## src/rtl/avt_pkg.sv

```systemverilog
package avt_pkg;

  // Result and register widths fixed by the interface
  localparam int OUT_W   = 48;
  localparam int CPR_W   = 16;
  localparam int DATA_W  = 32;
  localparam int ADDR_W  = 3;

  localparam logic [CPR_W-1:0] CPR_RESET = 16'd4096;

  // Register word index (paddr[ADDR_W-1:2])
  localparam logic [0:0] REG_CPR = 1'b0;

  // Speed saturation limits
  localparam logic [OUT_W-1:0] SPD_MAX = {1'b0, {(OUT_W-1){1'b1}}};
  localparam logic [OUT_W-1:0] SPD_MIN = {1'b1, {(OUT_W-1){1'b0}}};

  // Status of a multi-cycle arithmetic unit
  typedef struct packed {
    logic busy;
    logic done;
  } unit_stat_t;

endpackage

```

## src/rtl/avt_mul.sv

```systemverilog
module avt_mul import avt_pkg::*; #(
  parameter int AW = 50,
  parameter int BW = 24
) (
  input  logic                 clk_i,
  input  logic                 rst_ni,
  input  logic                 start_i,
  input  logic signed [AW-1:0] a_i,
  input  logic [BW-1:0]        b_i,
  output logic [AW+BW-1:0]     prod_o,
  output unit_stat_t           stat_o
);

  localparam int CW = $clog2(BW + 1);

  logic signed [AW-1:0] a_q, hi_q;
  logic [BW-1:0]        lo_q;
  logic [CW-1:0]        cnt_q;
  logic                 busy_q, done_q;
  logic signed [AW:0]   sum;

  // one multiplier bit per cycle, LSB first; product shifts right into lo_q
  assign sum = {hi_q[AW-1], hi_q} + (lo_q[0] ? {a_q[AW-1], a_q} : '0);

  always_ff @(posedge clk_i or negedge rst_ni) begin
    if (!rst_ni) begin
      busy_q <= 1'b0;
      done_q <= 1'b0;
      cnt_q  <= '0;
    end else begin
      done_q <= busy_q && !start_i && (cnt_q == CW'(BW - 1));
      if (start_i) begin
        busy_q <= 1'b1;
        cnt_q  <= '0;
      end else if (busy_q) begin
        cnt_q <= cnt_q + CW'(1);
        if (cnt_q == CW'(BW - 1)) begin
          busy_q <= 1'b0;
        end
      end
    end
  end

  always_ff @(posedge clk_i) begin
    if (start_i) begin
      a_q  <= a_i;
      hi_q <= '0;
      lo_q <= b_i;
    end else if (busy_q) begin
      hi_q <= sum[AW:1];
      lo_q <= {sum[0], lo_q[BW-1:1]};
    end
  end

  assign prod_o = {hi_q, lo_q};
  assign stat_o = '{busy: busy_q, done: done_q};

endmodule

```

## src/rtl/avt_div.sv

```systemverilog
module avt_div import avt_pkg::*; #(
  parameter int NW = 74,
  parameter int DW = 24
) (
  input  logic             clk_i,
  input  logic             rst_ni,
  input  logic             start_i,
  input  logic [NW-1:0]    num_i,
  input  logic [DW-1:0]    den_i,
  output logic [OUT_W-1:0] quot_o,
  output logic             ovf_o,
  output unit_stat_t       stat_o
);

  localparam int HW = NW - OUT_W;
  localparam int LW = (HW > DW) ? HW : DW;
  localparam int CW = $clog2(OUT_W + 1);

  logic [DW-1:0]    den_q, rem_q;
  logic [OUT_W-1:0] q_q;
  logic             ovf_q;
  logic [CW-1:0]    cnt_q;
  logic             busy_q, done_q;

  logic [LW-1:0]    hi_ext, den_ext;
  logic [DW:0]      rem2, diff;
  logic             ge;

  // quotient >= 2^OUT_W iff the numerator's upper part is not below the divisor
  assign hi_ext  = LW'(num_i[NW-1:OUT_W]);
  assign den_ext = LW'(den_i);

  // restoring step: one quotient bit per cycle
  assign rem2 = {rem_q, q_q[OUT_W-1]};
  assign diff = rem2 - {1'b0, den_q};
  assign ge   = !diff[DW];

  always_ff @(posedge clk_i or negedge rst_ni) begin
    if (!rst_ni) begin
      busy_q <= 1'b0;
      done_q <= 1'b0;
      cnt_q  <= '0;
    end else begin
      done_q <= busy_q && !start_i && (cnt_q == CW'(OUT_W - 1));
      if (start_i) begin
        busy_q <= 1'b1;
        cnt_q  <= '0;
      end else if (busy_q) begin
        cnt_q <= cnt_q + CW'(1);
        if (cnt_q == CW'(OUT_W - 1)) begin
          busy_q <= 1'b0;
        end
      end
    end
  end

  always_ff @(posedge clk_i) begin
    if (start_i) begin
      den_q <= den_i;
      rem_q <= hi_ext[DW-1:0];
      q_q   <= num_i[OUT_W-1:0];
      ovf_q <= (hi_ext >= den_ext);
    end else if (busy_q) begin
      rem_q <= ge ? diff[DW-1:0] : rem2[DW-1:0];
      q_q   <= {q_q[OUT_W-2:0], ge};
    end
  end

  assign quot_o = q_q;
  assign ovf_o  = ovf_q;
  assign stat_o = '{busy: busy_q, done: done_q};

endmodule

```

## src/rtl/multiturn_angle_velocity_tracker_top.sv

```systemverilog
// Multi-turn angle and velocity tracker. Each input beat carries a raw absolute
// encoder count and a sample of a free-running down-counting tick timer; each
// yields one result beat with the multi-turn angle (rotations * counts_per_rev
// + raw, in counts), the speed in counts per second (truncated toward zero,
// saturated to signed 48 bits) and a flag set when the elapsed time was zero or
// over half a second and 1 ms was used instead. A raw jump of more than 0.8 of
// a turn counts as a wrap. The first beat after reset primes the previous raw
// count, so it sees no wrap. One beat is in work at a time: two passes through
// the shared bit-serial multiplier (angle, then delta times ticks per second,
// each with an MW-bit multiplier, where MW is the larger of 16 and the bit
// width of the ticks-per-second constant), then the 48-step restoring divider.
// The result sits in an output register, so the next beat is taken while it
// waits. counts_per_rev sits at byte address 0 of the APB port and is to be
// written only while idle by the user; the block itself does not enforce this.
module multiturn_angle_velocity_tracker_top import avt_pkg::*; #(
  parameter int RAW_BITS      = 15,
  parameter int TIMER_BITS    = 24,
  parameter int TICKS_PER_US  = 9,
  parameter int ROTATION_BITS = 32
) (
  input  logic                    clk_i,
  input  logic                    rst_ni,
  // APB config port
  input  logic                    psel,
  input  logic                    penable,
  input  logic                    pwrite,
  input  logic [ADDR_W-1:0]       paddr,
  input  logic [DATA_W-1:0]       pwdata,
  output logic [DATA_W-1:0]       prdata,
  output logic                    pready,
  // input channel
  input  logic                    in_valid_i,
  output logic                    in_ready_o,
  input  logic [RAW_BITS-1:0]     raw_count_i,
  input  logic [TIMER_BITS-1:0]   timer_now_i,
  // result channel
  output logic                    out_valid_o,
  input  logic                    out_ready_i,
  output logic signed [OUT_W-1:0] full_angle_o,
  output logic signed [OUT_W-1:0] speed_o,
  output logic                    dt_fallback_o
);

  // Arithmetic widths
  localparam int     AW         = OUT_W + 2;      // multiplicand: angle delta magnitude
  localparam longint TPS        = longint'(TICKS_PER_US) * 1000000;
  localparam int     TPS_BITS   = $clog2(TPS + 1);
  localparam int     MW         = (TPS_BITS > CPR_W) ? TPS_BITS : CPR_W;
  localparam int     NW         = AW + MW;
  localparam longint FB_TICKS   = longint'(TICKS_PER_US) * 1000;
  localparam longint HALF_TICKS = longint'(TICKS_PER_US) * 500000;
  localparam int     FB_BITS    = $clog2(FB_TICKS + 1);
  localparam int     TK_W       = (TIMER_BITS > FB_BITS) ? TIMER_BITS : FB_BITS;
  localparam int     CW         = (RAW_BITS + 3 > CPR_W + 2) ? RAW_BITS + 3 : CPR_W + 2;

  typedef enum logic [2:0] {
    S_IDLE,
    S_MUL_ANG,
    S_DELTA,
    S_MUL_SPD,
    S_DIV,
    S_OUT
  } state_e;

  state_e state_q;

  // config
  logic [CPR_W-1:0] cpr_q;
  logic             cfg_wr;

  // tracking state
  logic [RAW_BITS-1:0]             last_raw_q;
  logic signed [ROTATION_BITS-1:0] rot_q;
  logic [OUT_W-1:0]                last_full_q;
  logic [TIMER_BITS-1:0]           last_timer_q;
  logic                            primed_q;

  // per-item work registers
  logic [RAW_BITS-1:0]    raw_q;
  logic [TK_W-1:0]        ticks_q;
  logic                   fb_q;
  logic [OUT_W-1:0]       full_q;
  logic                   neg_q;
  logic [OUT_W-1:0]       speed_q;

  // output register
  logic                   out_valid_q;
  logic [OUT_W-1:0]       out_full_q, out_speed_q;
  logic                   out_fb_q;

  // arithmetic units
  logic signed [AW-1:0]   mul_a_q;
  logic [MW-1:0]          mul_b_q;
  logic                   mul_start_q, div_start_q;
  logic [NW-1:0]          mul_prod;
  unit_stat_t             mul_stat, div_stat;
  logic [OUT_W-1:0]       div_quot;
  logic                   div_ovf;

  // front-end combinational
  logic [RAW_BITS-1:0]             raw_prev;
  logic [RAW_BITS:0]               diff, diff_n;
  logic                            diff_neg;
  logic [RAW_BITS-1:0]             adiff;
  logic [CW-1:0]                   ad5, cpr4;
  logic                            wrap;
  logic signed [ROTATION_BITS-1:0] rot_nx;
  logic [TIMER_BITS-1:0]           tk_raw;
  logic                            fallback;
  logic                            in_fire;

  // delta / speed combinational
  logic [OUT_W:0]   d_fwd, d_rev, mag;
  logic             d_neg;
  logic [OUT_W-1:0] spd_pos, spd_neg;

  // ---------------- config port ----------------
  assign pready = 1'b1;
  assign cfg_wr = psel && penable && pwrite;
  assign prdata = (paddr[ADDR_W-1:2] == REG_CPR) ? DATA_W'(cpr_q) : '0;

  always_ff @(posedge clk_i or negedge rst_ni) begin
    if (!rst_ni) begin
      cpr_q <= CPR_RESET;
    end else if (cfg_wr && paddr[ADDR_W-1:2] == REG_CPR) begin
      cpr_q <= pwdata[CPR_W-1:0];
    end
  end

  // ---------------- wrap detect and elapsed ticks ----------------
  assign in_ready_o = (state_q == S_IDLE);
  assign in_fire    = in_valid_i && in_ready_o;

  always_comb begin
    // unprimed: compare against itself so no wrap is seen
    raw_prev = primed_q ? last_raw_q : raw_count_i;
    diff     = {1'b0, raw_count_i} - {1'b0, raw_prev};
    diff_n   = -diff;
    diff_neg = diff[RAW_BITS];
    adiff    = diff_neg ? diff_n[RAW_BITS-1:0] : diff[RAW_BITS-1:0];
    // wrap when 5*|d| > 4*cpr
    ad5      = CW'({adiff, 2'b00}) + CW'(adiff);
    cpr4     = CW'({cpr_q, 2'b00});
    wrap     = ad5 > cpr4;
    // forward jump across the wrap means we went backward a turn
    if (!wrap) begin
      rot_nx = rot_q;
    end else if (diff_neg) begin
      rot_nx = rot_q + ROTATION_BITS'(1);
    end else begin
      rot_nx = rot_q - ROTATION_BITS'(1);
    end

    // down-counter: elapsed = last - now, else wrapped through all-ones
    if (timer_now_i < last_timer_q) begin
      tk_raw = last_timer_q - timer_now_i;
    end else begin
      tk_raw = ~timer_now_i + last_timer_q;
    end
    fallback = (tk_raw == '0) || (64'(tk_raw) > 64'(HALF_TICKS));
  end

  // ---------------- angle delta ----------------
  // both orders in parallel so the magnitude needs no negate after subtract
  always_comb begin
    d_fwd = {full_q[OUT_W-1], full_q} - {last_full_q[OUT_W-1], last_full_q};
    d_rev = {last_full_q[OUT_W-1], last_full_q} - {full_q[OUT_W-1], full_q};
    d_neg = d_fwd[OUT_W];
    mag   = d_neg ? d_rev : d_fwd;
  end

  // ---------------- speed saturation ----------------
  always_comb begin
    spd_pos = (div_ovf || div_quot[OUT_W-1]) ? SPD_MAX : div_quot;
    spd_neg = (div_ovf || div_quot > SPD_MIN) ? SPD_MIN : (~div_quot + OUT_W'(1));
  end

  // ---------------- sequencer ----------------
  always_ff @(posedge clk_i or negedge rst_ni) begin
    if (!rst_ni) begin
      state_q      <= S_IDLE;
      last_raw_q   <= '0;
      rot_q        <= '0;
      last_full_q  <= '0;
      last_timer_q <= '0;
      primed_q     <= 1'b0;
      raw_q        <= '0;
      ticks_q      <= '0;
      fb_q         <= 1'b0;
      full_q       <= '0;
      neg_q        <= 1'b0;
      speed_q      <= '0;
      mul_a_q      <= '0;
      mul_b_q      <= '0;
      mul_start_q  <= 1'b0;
      div_start_q  <= 1'b0;
      out_valid_q  <= 1'b0;
      out_full_q   <= '0;
      out_speed_q  <= '0;
      out_fb_q     <= 1'b0;
    end else begin
      // unit starts are single-cycle pulses
      mul_start_q <= in_fire || (state_q == S_DELTA);
      div_start_q <= (state_q == S_MUL_SPD) && mul_stat.done;
      // S_OUT reloads the output register itself
      if (out_valid_q && out_ready_i && state_q != S_OUT) begin
        out_valid_q <= 1'b0;
      end

      case (state_q)
        S_IDLE: begin
          if (in_fire) begin
            primed_q     <= 1'b1;
            last_raw_q   <= raw_count_i;
            rot_q        <= rot_nx;
            last_timer_q <= timer_now_i;
            raw_q        <= raw_count_i;
            fb_q         <= fallback;
            ticks_q      <= fallback ? TK_W'(FB_TICKS) : TK_W'(tk_raw);
            // rotations * cpr
            mul_a_q      <= {{(AW-ROTATION_BITS){rot_nx[ROTATION_BITS-1]}}, rot_nx};
            mul_b_q      <= MW'(cpr_q);
            state_q      <= S_MUL_ANG;
          end
        end
        S_MUL_ANG: begin
          if (mul_stat.done) begin
            full_q  <= mul_prod[OUT_W-1:0] + OUT_W'(raw_q);
            state_q <= S_DELTA;
          end
        end
        S_DELTA: begin
          last_full_q <= full_q;
          neg_q       <= d_neg;
          // |delta| * ticks per second
          mul_a_q     <= $signed({1'b0, mag});
          mul_b_q     <= MW'(TPS);
          state_q     <= S_MUL_SPD;
        end
        S_MUL_SPD: begin
          if (mul_stat.done) begin
            state_q <= S_DIV;
          end
        end
        S_DIV: begin
          if (div_stat.done) begin
            speed_q <= neg_q ? spd_neg : spd_pos;
            state_q <= S_OUT;
          end
        end
        S_OUT: begin
          if (!out_valid_q || out_ready_i) begin
            out_valid_q <= 1'b1;
            out_full_q  <= full_q;
            out_speed_q <= speed_q;
            out_fb_q    <= fb_q;
            state_q     <= S_IDLE;
          end
        end
        default: begin
          state_q <= S_IDLE;
        end
      endcase
    end
  end

  avt_mul #(
    .AW(AW),
    .BW(MW)
  ) u_mul (
    .clk_i  (clk_i),
    .rst_ni (rst_ni),
    .start_i(mul_start_q),
    .a_i    (mul_a_q),
    .b_i    (mul_b_q),
    .prod_o (mul_prod),
    .stat_o (mul_stat)
  );

  avt_div #(
    .NW(NW),
    .DW(TK_W)
  ) u_div (
    .clk_i  (clk_i),
    .rst_ni (rst_ni),
    .start_i(div_start_q),
    .num_i  (mul_prod),
    .den_i  (ticks_q),
    .quot_o (div_quot),
    .ovf_o  (div_ovf),
    .stat_o (div_stat)
  );

  assign out_valid_o   = out_valid_q;
  assign full_angle_o  = $signed(out_full_q);
  assign speed_o       = $signed(out_speed_q);
  assign dt_fallback_o = out_fb_q;

  // ---------------- assertions ----------------
  a_units_exclusive: assert property (@(posedge clk_i) disable iff (!rst_ni)
    !(mul_stat.busy && div_stat.busy))
    else $error("multiplier and divider busy together");

  a_idle_units_quiet: assert property (@(posedge clk_i) disable iff (!rst_ni)
    in_ready_o |-> (!mul_stat.busy && !div_stat.busy))
    else $error("input taken while arithmetic still running");

  a_div_nonzero: assert property (@(posedge clk_i) disable iff (!rst_ni)
    div_start_q |-> (ticks_q != '0))
    else $error("divider started with zero ticks");

  a_mul_done_state: assert property (@(posedge clk_i) disable iff (!rst_ni)
    mul_stat.done |-> (state_q == S_MUL_ANG || state_q == S_MUL_SPD))
    else $error("multiplier finished outside a multiply state");

endmodule
```

## config.mk

```make
export PLATFORM = sky130hd
export DESIGN_NAME = multiturn_angle_velocity_tracker_top
export DESIGN_NICKNAME = d
export VERILOG_FILES = /design/src/rtl/avt_pkg.sv /design/src/rtl/avt_mul.sv /design/src/rtl/avt_div.sv /design/src/rtl/multiturn_angle_velocity_tracker_top.sv
export SDC_FILE = /design/constraint.sdc
export NUM_CORES = 2
export LEC_CHECK = 0
export BUFFER_PORTS_ARGS = -buffer_cell sky130_fd_sc_hd__buf_2
export CAP_MARGIN = 10
export CELL_PAD_IN_SITES_DETAIL_PLACEMENT = 0
export CELL_PAD_IN_SITES_GLOBAL_PLACEMENT = 1
export CORE_UTILIZATION = 41
export DETAILED_ROUTE_END_ITERATION = 8
export PLACE_DENSITY_LB_ADDON = 0.1
export SYNTH_ARGS = -nofsm -noshare
export SYNTH_HDL_FRONTEND = slang
export SYNTH_HIERARCHICAL = 1
export SYNTH_SLANG_ARGS = --single-unit
```

## constraint.sdc

```tcl
create_clock -name clk_i -period 8.5 [get_ports clk_i]
set_input_delay 1.7 -clock clk_i [delete_from_list [all_inputs] [get_ports clk_i]]
set_output_delay 1.7 -clock clk_i [all_outputs]
set_load 0.005 [all_outputs]
```

# Word-level counts from Yosys, hierarchy flattened
# Index checks and enable logic that the tools add are counted.
# Widths: inputs -> output; s select.
# totals
wordCells,142
ff_bits,671
input_bits,81
# op_classes
n_mux,42
n_addsub,15
n_bitwise,3
n_lt_le_gt_ge,5
n_reduce_logical,31
eq_ne,13
# ops
operator,n
$mux 48,5
$mux 24,8
$pmux 50 s2,1
$sub 48x48->49,2
$mux 32,2
$add 51x51->51,1
$mux 51,1
$mux 50,1
$mux 49,1
$add 48x1->48 const B,1
$add 48x15->48,1
$gt 48x48->1 const B,1
$not 48->48,1
$pmux 24 s2,1
$add 32x2->32 const B,1
$sub 32x2->32 const B,1
$mux 15,2
$ge 26x24->1,1
$sub 25x24->25,1
$add 24x24->24,1
$gt 24x23->1 const B,1
$logic_not 24->1,1
$lt 24x24->1,1
$not 24->24,1
29 further kinds,71

# Depth between registers and ports, before layout
# logic_depth
word_depth,9
depth_mapped,40

# Modules after synthesis
# Netlist, hierarchy kept.
# modules_own_cells
mod,area_each_um2,cells_per_inst,seq_area_each_um2,instances
multiturn_angle_velocity_tracker_top,30200.2,3545,10711.5,1
avt_mul,7758.7,782,3398.3,1
avt_div,6520.0,575,3113.0,1

# Worst setup path after synthesis
# No wires, ideal clock.
# synth_path
kind,input-to-reg
start,input raw_count_i[1]
end,register mul_a_q[35]
arrival_time_ns,8.333
path_buffers,3
path_stages,37
setup_slack_ns,0.041
path_cell_list,mux2i_1 -> ha_1 -> nor2b_1 -> o31a_1 -> o22ai_1 -> o31ai_1 -> and2_1 -> a31oi_2 -> inv_1 -> buf_2 -> nor2_1 -> xnor2_1 -> ha_1 -> fa_1 -> a21oi_1 -> nor2_1 -> nor2_1 -> o21bai_1 -> a21oi_1 -> o21bai_1 -> a21oi_1 -> o31a_1 -> o31ai_1 -> o21ai_0 -> xnor2_1 -> ha_1 -> nand4_1 -> nor2_1 -> nand2_1 -> or3_1 -> o22ai_1 -> or2_2 -> clkbuf_1 -> or3_1 -> o21ai_1 -> clkbuf_1 -> a221o_1
# synth_between
elab_chain_len,9
# synth_rtl
element,line,rtl
"start, declared",multiturn_angle_velocity_tracker_top.sv:34,"input logic [RAW_BITS-1:0] raw_count_i,"
$mux 15,multiturn_angle_velocity_tracker_top.sv:136,raw_prev = primed_q ? last_raw_q : raw_count_i;
$sub 15x15->16 *,multiturn_angle_velocity_tracker_top.sv:137,"diff = {1'b0, raw_count_i} - {1'b0, raw_prev};"
$neg 15->15,multiturn_angle_velocity_tracker_top.sv:138,diff_n = -diff;
$mux 15,multiturn_angle_velocity_tracker_top.sv:140,adiff = diff_neg ? diff_n[RAW_BITS-1:0] : diff[RAW_BITS-1:0];
$add 17x15->18,multiturn_angle_velocity_tracker_top.sv:142,"ad5 = CW'({adiff, 2'b00}) + CW'(adiff);"
$gt 18x18->1,multiturn_angle_velocity_tracker_top.sv:144,wrap = ad5 > cpr4;
$mux 32 *,multiturn_angle_velocity_tracker_top.sv:146,if (!wrap) begin
$mux 50 *,multiturn_angle_velocity_tracker_top.sv:212,if (in_fire) begin
$pmux 50 s2 *,multiturn_angle_velocity_tracker_top.sv:210,case (state_q)
"end signal, assigned",multiturn_angle_velocity_tracker_top.sv:221,"mul_a_q <= {{(AW-ROTATION_BITS){rot_nx[ROTATION_BITS-1]}}, rot_nx};"
"end signal, assigned",multiturn_angle_velocity_tracker_top.sv:236,"mul_a_q <= $signed({1'b0, mag});"
"end, declared",multiturn_angle_velocity_tracker_top.sv:92,logic signed [AW-1:0] mul_a_q;
# Mark *: on every way between the ends. The rest lies on a longest branch, timed or not. The select of a mux whose other input is x is not followed.
# A chain may end at the register's enable or synchronous reset.

# Worst setup path in the final report
# layout_path
start,input raw_count_i[1]
end,register mul_a_q[12]
# Same word-level chain as after synthesis.

==> run_results.csv <==
group,metric,value,unit
route,drc_errors,0,
sta,slew_viol_final,0,
route,route.antenna.remaining_nets,0,
placement,place.detailed.hpwl,106,mm
sta,setup_viol,0,
route,first_iter_violations,2657,
global_route,pin_count_of_the_biggest_net_entering_global_routing,133,
die,row_count,120,
sta,worst_slew_pin_slew,1210,ps
sta,final_critical_path_setup_slack,596,ps
die,floorplan.core_area,0.107,sq mm
clocking,worstSkewPairLatency,670,ps
sta,timing.max_slew.rel_slack,19.1,%
synth,synth_warnings,6,
route,avgRoutedWirePerCell,21.6,um
global_route,grt_antenna_before_repair,18,
route,vias,36400,
sta,timing.hold.ws,443,ps
die,die_w,331,um
job,max_cap_viol_count,0,
setup_path,setup.worst_path.end_class,"flip-flop",
sta,period_needed,7900,ps
setup_path,worst_path_most_repeated_cell,"sky130_fd_sc_hd__nor2_1",
setup_path,path_max_fanout,15,
synth,syn_inst,4900,
clocking,cts_num_sinks,664,
power_and_ir_drop,static-leakage-power,22.3,nW
route,dr.pass1.iters,7,
layout,nets,5398,
sta,finClkSkew,28.2,ps
layout,area_delta_synth_final,11.3,%
placement,finalWeightedCongestion,0.917,
setup_path,worstPathRequired,9010,ps
placement,detailedPlace.worstSlack,-197,ps
global_route,grt_util_all_layers,25.2,%
outcome,status,"finished clean",
synth,mapped_cell_area,0.0445,sq mm
clocking,clock_pin_transition_on_the_worst_setup_and_hold_timing_paths,60,ps
clocking,cts-buffers-inserted,81,
clocking,htree_num_levels,3,
power_and_ir_drop,power.ir.vdd_worst,0.147,mV
sta,rsz0062_at_grt,"no",
die,initial_util,41.4,%
setup_path,critical-path-max-stage-delay,420,ps
setup_path,crit_path_top_delay_cell,"sky130_fd_sc_hd__or3_1",
setup_path,crit_type,"in -> reg",
global_route,grt_overflow_total,0,
synth,synth.avg_cell_area,9.07,sq um
hold_path,hp-class,"reg -> reg",
sta,max_clock_freq,127,MHz
sta,finalCritPeriodShare,93.0,%
die,die_height,331,um
die,floorplan.io_pins,213,
route,via_per_inst,5.63,
clocking,cts.hold.buffers_added,0,
route,drt-total-wl,140,mm
layout,share_of_final_layout_standard_cells_stronger_than_drive_strength_1,12.6,%
global_route,vias_in_the_first_global_route,35200,
clocking,tritoncts_clock_tree,"built",
sta,final_hold_viol_count,0,
clocking,cts_root_buffer,"sky130_fd_sc_hd__clkbuf_16",
power_and_ir_drop,total_power,8.02,mW
setup_path,cp-start-kind,"input pin",
clocking,clk_path_buf_depth,3,
setup_path,worstPathArrival,8420,ps
power_and_ir_drop,p_per_area,162,mW/mm^2
placement,portBuffers,177,
die,fp.dieArea,0.110,sq mm
global_route,grt_first_pass_wirelength,215,mm
-- where the power goes --
part           internal (mW)  switching [mW]  leakage [nW]
clock network           2.15            1.47          1.33
registers               3.27         0.00823          7.69
logic                  0.492           0.632          13.3
-- cells in the final DEF, fill, tap and decap left out, types with 96 or more instances in the layout --
cell and count:
sky130_fd_sc_hd__ha_1 312, sky130_fd_sc_hd__nor3_1 96, sky130_fd_sc_hd__o21ai_0 380, sky130_fd_sc_hd__nand2_1 524, sky130_fd_sc_hd__dfrtp_1 439, sky130_fd_sc_hd__a21oi_1 337, sky130_fd_sc_hd__inv_1 283, sky130_fd_sc_hd__buf_2 176
sky130_fd_sc_hd__mux2_2 149, sky130_fd_sc_hd__edfxtp_1 171, sky130_fd_sc_hd__nand3_1 103, sky130_fd_sc_hd__nor2_1 327, sky130_fd_sc_hd__xnor2_1 149, sky130_fd_sc_hd__a21o_1 179
-- layout make-up --
cell class / instances / area [sq um]
Inverter: 284 / 1070
Clock buffer: 108 / 2250
Multi-Input combinational cell: 3716 / 25200
Timing Repair Buffer: 248 / 1450
Tap cell: 1403 / 1760
Sequential cell: 664 / 17200
Fill cell: 10400 / 57900
Antenna cell: 6 / 15.0
Clock inverter: 39 / 503
-- through the flow --
stage / area (sq um) / cells / TNS [ps] / utilization, %
floorplan: 44500 / 4920 / 0 / -
global placement: 46700 / 6315 / -1500 / 43.5
detailed placement: 46700 / 6315 / -5780 / 43.5
CTS: 49500 / 6462 / 0 / 46.1
global route: 49500 / 6462 / 0 / 46.1
finish: 49500 / 6468 / 0 / 46.1
-- registers in the layout, indices dropped and copies added (netlist names), 32 cells and up --
name,flops
speed_o,48
u_mul/a_q,50
u_mul/hi_q,50
rot_q,32
full_angle_o,48
u_div/quot_o,48
speed_q,48
last_full_q,48
mul_a_q,50
full_q,48
-- worst paths after layout --
path                                start             end  slack (ps)  cells past startpoint
setup / recovery           raw_count_i[1]     mul_a_q[12]         600                     36
hold / removal                mul_a_q[41]   u_mul/a_q[41]         440                      0
setup reg to reg                 primed_q     mul_a_q[12]         850                     36
hold reg to reg               mul_a_q[41]   u_mul/a_q[41]         440                      0
max in group asynchronous          rst_ni     speed_o[44]        5900                      3
min in group asynchronous          rst_ni  u_div/cnt_q[5]        1010                      1
-- critical path, delay by kind of cell --
family / cells / cell delay, ps
multiplexers: 2 / 410
adder cells (fa/ha/maj): 4 / 1210
buffers and inverters: 3 / 560
AND/OR/NAND/NOR: 10 / 1540
XOR/XNOR: 2 / 220
AO/OA/AOI/OAI: 15 / 2730
-- per-layer routing --
layer	GRT usage [%]	up-vias	wire length [um]
li1	-	17800	-
met1	35.9	17500	66200
met2	38.9	843	61400
met3	4.01	200	7780
met4	8.00	24	4040
met5	0	-	170
-- timing repair --
item / 4_1_cts / 5_1_grt
endpoints found under the setup margin: 0 / 5
gates resized for setup: 0 / 1
buffers inserted: 0 / 0
Power figures use the tool's default switching activity.
